`src/hdl/avt_pkg.sv`:
```
// Shared types, widths and constants for the affine vertex transform.
package avt_pkg;

  localparam int unsigned QW        = 32;  // Q16.16 word width
  localparam int unsigned FRAC      = 16;  // fraction bits
  localparam int unsigned NUM_COMP  = 4;   // vertex components / matrix columns
  localparam int unsigned NUM_ROWS  = 4;   // output rows, one lane each
  localparam int unsigned NUM_REGS  = 8;   // two registers per column
  localparam int unsigned CFG_IDX_W = 4;   // room to see out-of-range writes
  localparam int unsigned CFG_DW    = 64;
  localparam int unsigned PROD_W    = 2 * QW;        // one exact product
  localparam int unsigned PAIR_W    = PROD_W + 1;    // sum of two products
  localparam int unsigned SUM_W     = PROD_W + 2;    // sum of four products
  localparam int unsigned SHR_W     = SUM_W - FRAC;  // sum after the shift

  // Mode codes on in_func; the unused code behaves as homogeneous.
  localparam logic [1:0] FUNC_HOMOG = 2'd0;
  localparam logic [1:0] FUNC_POS   = 2'd1;
  localparam logic [1:0] FUNC_DIR   = 2'd2;

  localparam logic signed [QW-1:0] ONE_Q16 = 32'sh0001_0000;
  localparam logic signed [QW-1:0] Q_MAX   = 32'sh7FFF_FFFF;
  localparam logic signed [QW-1:0] Q_MIN   = 32'sh8000_0000;

  typedef logic signed [QW-1:0]     q16_t;
  typedef q16_t [NUM_COMP-1:0]      vec4_t;
  typedef logic signed [PROD_W-1:0] prod_t;
  typedef logic signed [PAIR_W-1:0] pair_t;
  typedef pair_t [1:0]              pair2_t;
  typedef logic [CFG_DW-1:0]        cfg_word_t;

  // Register reset values: identity matrix.
  localparam cfg_word_t CFG_RESET [NUM_REGS] = '{
    64'h0000_0000_0001_0000, 64'h0, 64'h0001_0000_0000_0000, 64'h0,
    64'h0, 64'h0000_0000_0001_0000, 64'h0, 64'h0001_0000_0000_0000
  };

endpackage

```
`src/hdl/avt_merge.sv`:
```
// Merge stage: final row sums, floor shift, saturation, output register.
module avt_merge (
  input  logic                                     clk,
  input  logic                                     rst_n,
  input  logic                                     valid_i,
  input  avt_pkg::pair2_t [avt_pkg::NUM_ROWS-1:0]  pair_i,
  output logic                                     valid_o,
  output avt_pkg::vec4_t                           res_o
);

  logic                                    valid_r;
  avt_pkg::vec4_t                          res_r;
  avt_pkg::vec4_t                          res_nxt;
  logic signed [avt_pkg::SUM_W-1:0]        sum   [avt_pkg::NUM_ROWS];
  logic signed [avt_pkg::SHR_W-1:0]        shr   [avt_pkg::NUM_ROWS];

  always_comb begin
    for (int r = 0; r < avt_pkg::NUM_ROWS; r++) begin
      sum[r] = (avt_pkg::SUM_W)'($signed(pair_i[r][0]))
             + (avt_pkg::SUM_W)'($signed(pair_i[r][1]));
      // Arithmetic shift drops fraction bits: floor toward minus infinity.
      shr[r] = sum[r][avt_pkg::SUM_W-1:avt_pkg::FRAC];
      if (shr[r][avt_pkg::SHR_W-1:avt_pkg::QW-1] == '0 ||
          shr[r][avt_pkg::SHR_W-1:avt_pkg::QW-1] == '1) begin
        res_nxt[r] = shr[r][avt_pkg::QW-1:0];
      end else if (shr[r][avt_pkg::SHR_W-1]) begin
        res_nxt[r] = avt_pkg::Q_MIN;
      end else begin
        res_nxt[r] = avt_pkg::Q_MAX;
      end
    end
  end

  always_ff @(posedge clk) begin
    if (!rst_n) begin
      valid_r <= 1'b0;
    end else begin
      valid_r <= valid_i;
    end
  end

  always_ff @(posedge clk) begin
    res_r <= res_nxt;
  end

  assign valid_o = valid_r;
  assign res_o   = res_r;

endmodule

```
`config.mk`:
```
export PLATFORM = sky130hd
export DESIGN_NAME = avt_merge
export DESIGN_NICKNAME = d
export VERILOG_FILES = /design/src/hdl/avt_pkg.sv /design/src/hdl/avt_merge.sv
export SDC_FILE = /design/constraint.sdc
export NUM_CORES = 1
export LEC_CHECK = 0
export ABC_CLOCK_PERIOD_IN_PS = 4200
export BUFFER_PORTS_ARGS = -buffer_cell sky130_fd_sc_hd__buf_2
export CELL_PAD_IN_SITES_DETAIL_PLACEMENT = 2
export CELL_PAD_IN_SITES_GLOBAL_PLACEMENT = 2
export CORE_ASPECT_RATIO = 1.2
export CORE_MARGIN = 2
export CORE_UTILIZATION = 25
export DETAILED_ROUTE_END_ITERATION = 12
export GPL_ROUTABILITY_DRIVEN = 0
export HOLD_SLACK_MARGIN = 0.03
export PLACE_DENSITY = 0.83
export SYNTH_ARGS = -nofsm -noshare
export SYNTH_HDL_FRONTEND = slang
export SYNTH_SLANG_ARGS = --single-unit
```
`constraint.sdc`:
```
create_clock -name clk -period 4.2 [get_ports clk]
set_clock_uncertainty 0.2 [all_clocks]
set_input_delay 0.42 -clock clk [delete_from_list [all_inputs] [get_ports clk]]
set_output_delay 0.42 -clock clk [all_outputs]
set_load 0.01 [all_outputs]
```
==> results.md <==
• **# clock sinks** 129
• **area taken by multi-input logic gates** 16400 um^2
• **family of cells with the greatest summed delay on the critical path** compound AO/OA/AOI/OAI gates
• **storage element area** 2580 um^2
• **warnings from Yosys** 0
• **fraction of layout cells with a size suffix above 1** 40.7%
• **Largest stage delay, worst path** 0.58 ns
• **buffer depth of the longest clock path** 2
• **hold violation count in the final report** 0
• **global-route usage over all layers** 32.7%
• **overall power consumption** 8650 uW
• **H-Tree Level Count** 4
• **sequential area share after synthesis** 13.9%
• **combinational family with the most area after synthesis** compound AO/OA/AOI/OAI gates
• **fin crit share** 110%
• **CTS clk-pin slew, worst paths** 0.07 ns
• **clock tree from TritonCTS** done
• **HPWL after DPL** 109000 um
• **I/O pins** 652
• **multiplexer area fraction after synthesis** 2.13%
• **number of filler cells placed in the layout** 8361
• **post-synthesis cell type count** 80
• **max-slew violations** 0
• **netlist area before placement** 18600 um^2
• **Avg Synthesized Cell Area** 7.08 um^2
• **final cell count without fillers** 4870
• **Cell Rows** 109
• **Num CTS Buffers** 17
• **drt total wl** 153000 um
• **post-synthesis share of cell area spent on xor and xnor gates** 8.57%
• **Residual DRC** 0
• **compound-gate portion of the synthesized area** 32.5%
• **post-synthesis simple-gate area fraction** 21.9%
• **most frequent cell after synthesis** a21oi_1
• **leading cell types by count after synthesis** a21oi_1 (370), nand2_1 (272), ha_1 (256), o21ai_0 (256), nor2_1 (193)
• **worst hold start** pair_i[347]
• **area fraction of the dominant cell type after synthesis** 17.2%
• **fin util** 40.6%
• **ys async rst share** 0%
• **minimum clock period after layout** 4.64 ns
• **slew of the pin with the lowest slew margin** 0.910 ns
• **antenna violations before repair** 18
• **endpoint kind of the worst setup timing path** flip-flop
• **Worst EP required** 4.38 ns
• **starting utilization of the core area** 25.3%
• **Clock Tree Root** clkbuf_16
• **initial drt markers** 2072
• **vertical extent of the die** 303 um
• **Worst Setup Slack, final** -0.440 ns
• **total die area** 76600 um^2
• **Via density** 6.15
• **die width** 253 um
• **leakage power** 0.0141 uW
• **Place WS** -0.905 ns
• **global-route congestion overflow total** 0
• **maximum number of pins on one net before global-route repair** 32
• **class of the most critical setup path** in -> reg
• **post-synthesis share of cell area spent on full adders, half adders and majority gates** 17.2%
• **Yosys reg bits** 129
• **type of the worst min-delay path** in -> reg
• **maximum vdd drop** 0.317 mV
• **most frequent cell on the critical path** buf_4
• **signed area change from the synthesized netlist to the final layout** 60.6%
• **hold endpoint** res_o[70]
• **placeable core area** 73600 um^2
• **max-cap violation count** 0
• **via total after detailed routing** 30000
• **Synth area leader** ha_1
• **cell count after synthesis** 2625
• **peak fanout along the critical path** 6
• **number of failing setup endpoints in the final timing report** 108
• **Synth area leaders** ha_1 (17%), dfxtp_1 (14%), a21oi_1 (10%), o21ai_0 (6.9%), nand2_1 (5.5%)
• **data arrival at the endpoint of the critical path** 4.82 ns
• **outcome** finished with violations
• **length of the first detailed-routing pass in iterations** 6
• **Cell Count Post-Placement** 4797
• **power per cell area** 290 nW/um^2
• **highest clock frequency the design can meet** 216 MHz
• **global-route wire length before repair** 192000 um
• **number of nets with antenna violations after detailed routing** 0
• **EDFF count, synth** 0
• **Port-buffer cells** 651
• **Post-Synthesis Net Count** 3404
• **Crit path buffers/inverters** 4
• **vias in the first global route** 32300
• **nets@finish** 4674
• **startpoint type of the worst setup path** primary input
• **relative slew slack** 38.7%
• **Slowest cell on crit path** or4_4
• **violations in the final reports** negative setup slack
• **ordered list of cells on the worst path** buf_2, ha_1, buf_4, nand2_1, o21ai_1, buf_4, a32oi_1, o211ai_1, a31oi_2, o31ai_1, xnor2_1, or3_1, or4_4, o31a_4, buf_4, mux2i_1
• **average wire per standard cell** 31.4 um
• **Hold Path Depth** 4
• **most frequently used flop master after synthesis** dfxtp_1
-- worst max-delay path by stage --
stage               depth (start not counted)    endpoint   startpoint
floorplan                                  14   res_o[71]  pair_i[267]
global placement                           20  res_o[111]  pair_i[398]
detailed placement                         17   res_o[91]  pair_i[265]
CTS                                        17   res_o[91]  pair_i[290]
global route                               16   res_o[86]  pair_i[291]
finish                                     16   res_o[65]  pair_i[291]
-- stage by stage --
| step | hold slack, ns | instance area (um^2) | setup TNS [ns] |
|---|---|---|---|
| 2_1_floorplan | 0.342 | 18600 | 0 |
| 3_3_place_gp | 0.419 | 27900 | -41.39 |
| 3_5_place_dp | 0.430 | 27900 | -78.62 |
| 4_1_cts | 0.267 | 28800 | 0 |
| 5_1_grt | 0.261 | 29900 | -33.79 |
| 6_report | 0.289 | 29900 | -24.12 |
-- kinds of logic (layout without fill, tap and decap cells) --
| logic type | after synthesis | count (layout) |
|---|---|---|
| compound gates | 998 | 999 |
| simple gates | 844 | 844 |
| fa+ha+maj | 256 | 256 |
| xor+xnor | 182 | 182 |
| buf+inv | 179 | 1459 |
| flops | 129 | 129 |
| mux | 37 | 37 |
| other cells | 0 | 21 |
-- state kept, by name, indices dropped and copies added, names as in the netlist --
register  count
res_o       128
valid_o       1
-- report_power, final --
part / internal (uW) / switching, uW / total, uW / leakage, uW
combinational: 2160 / 3180 / 5340 / 0.0127
sequential: 1430 / 102 / 1530 / 0.00108
clock: 992 / 780 / 1770 / 0.000293
-- layer usage --
metal	wire, um	track usage [%]
met3	10900	6.33
met5	0	0
met4	14100	22.2
met1	52500	33.2
met2	75400	60.6
-- repair_timing --
action	CTS	global route
resized for setup	43	202
endpoints found under the setup margin	96	124
pin swaps	16	55
gates cloned	1	2
hold buffers	2	0
hold endpoints to repair	1	0
setup buffers	4	13
-- tightest hold or removal path: cells and delay by family --
kind	cells	cell delay (ns)
xor+xnor	1	0.08
fa+ha+maj	1	0.22
buf+inv	1	0.09
mux	1	0.12
-- cell usage in the layout (no fill, tap or decap), drive strengths merged, types with 13 or more instances in the layout --
master / n
mux2i: 28
a31oi: 25
nand2: 272
dfxtp: 129
o21bai: 42
nand2b: 13
ha: 256
o31ai: 15
a21o: 76
nor3: 77
a211oi: 21
or3: 14
a21oi: 372
nor2: 193
o21a: 38
nand4: 106
or4: 14
diode: 21
o211ai: 22
xor2: 97
nor4: 25
nand3: 54
inv: 61
clkbuf: 19
a221oi: 13
buf: 1366
and3: 15
xnor2: 85
o21ai: 266
-- layout make-up --
class / instances / area share, %
Antenna cell: 21 / 0.176
Clock buffer: 18 / 1.44
Clock inverter: 12 / 0.616
Inverter: 60 / 0.754
Multi-Input combinational cell: 2318 / 54.9
Sequential cell: 129 / 8.64
Tap cell: 943 / 3.95
Timing Repair Buffer: 1369 / 29.5
No activity file was read; power rests on OpenSTA's default activity.
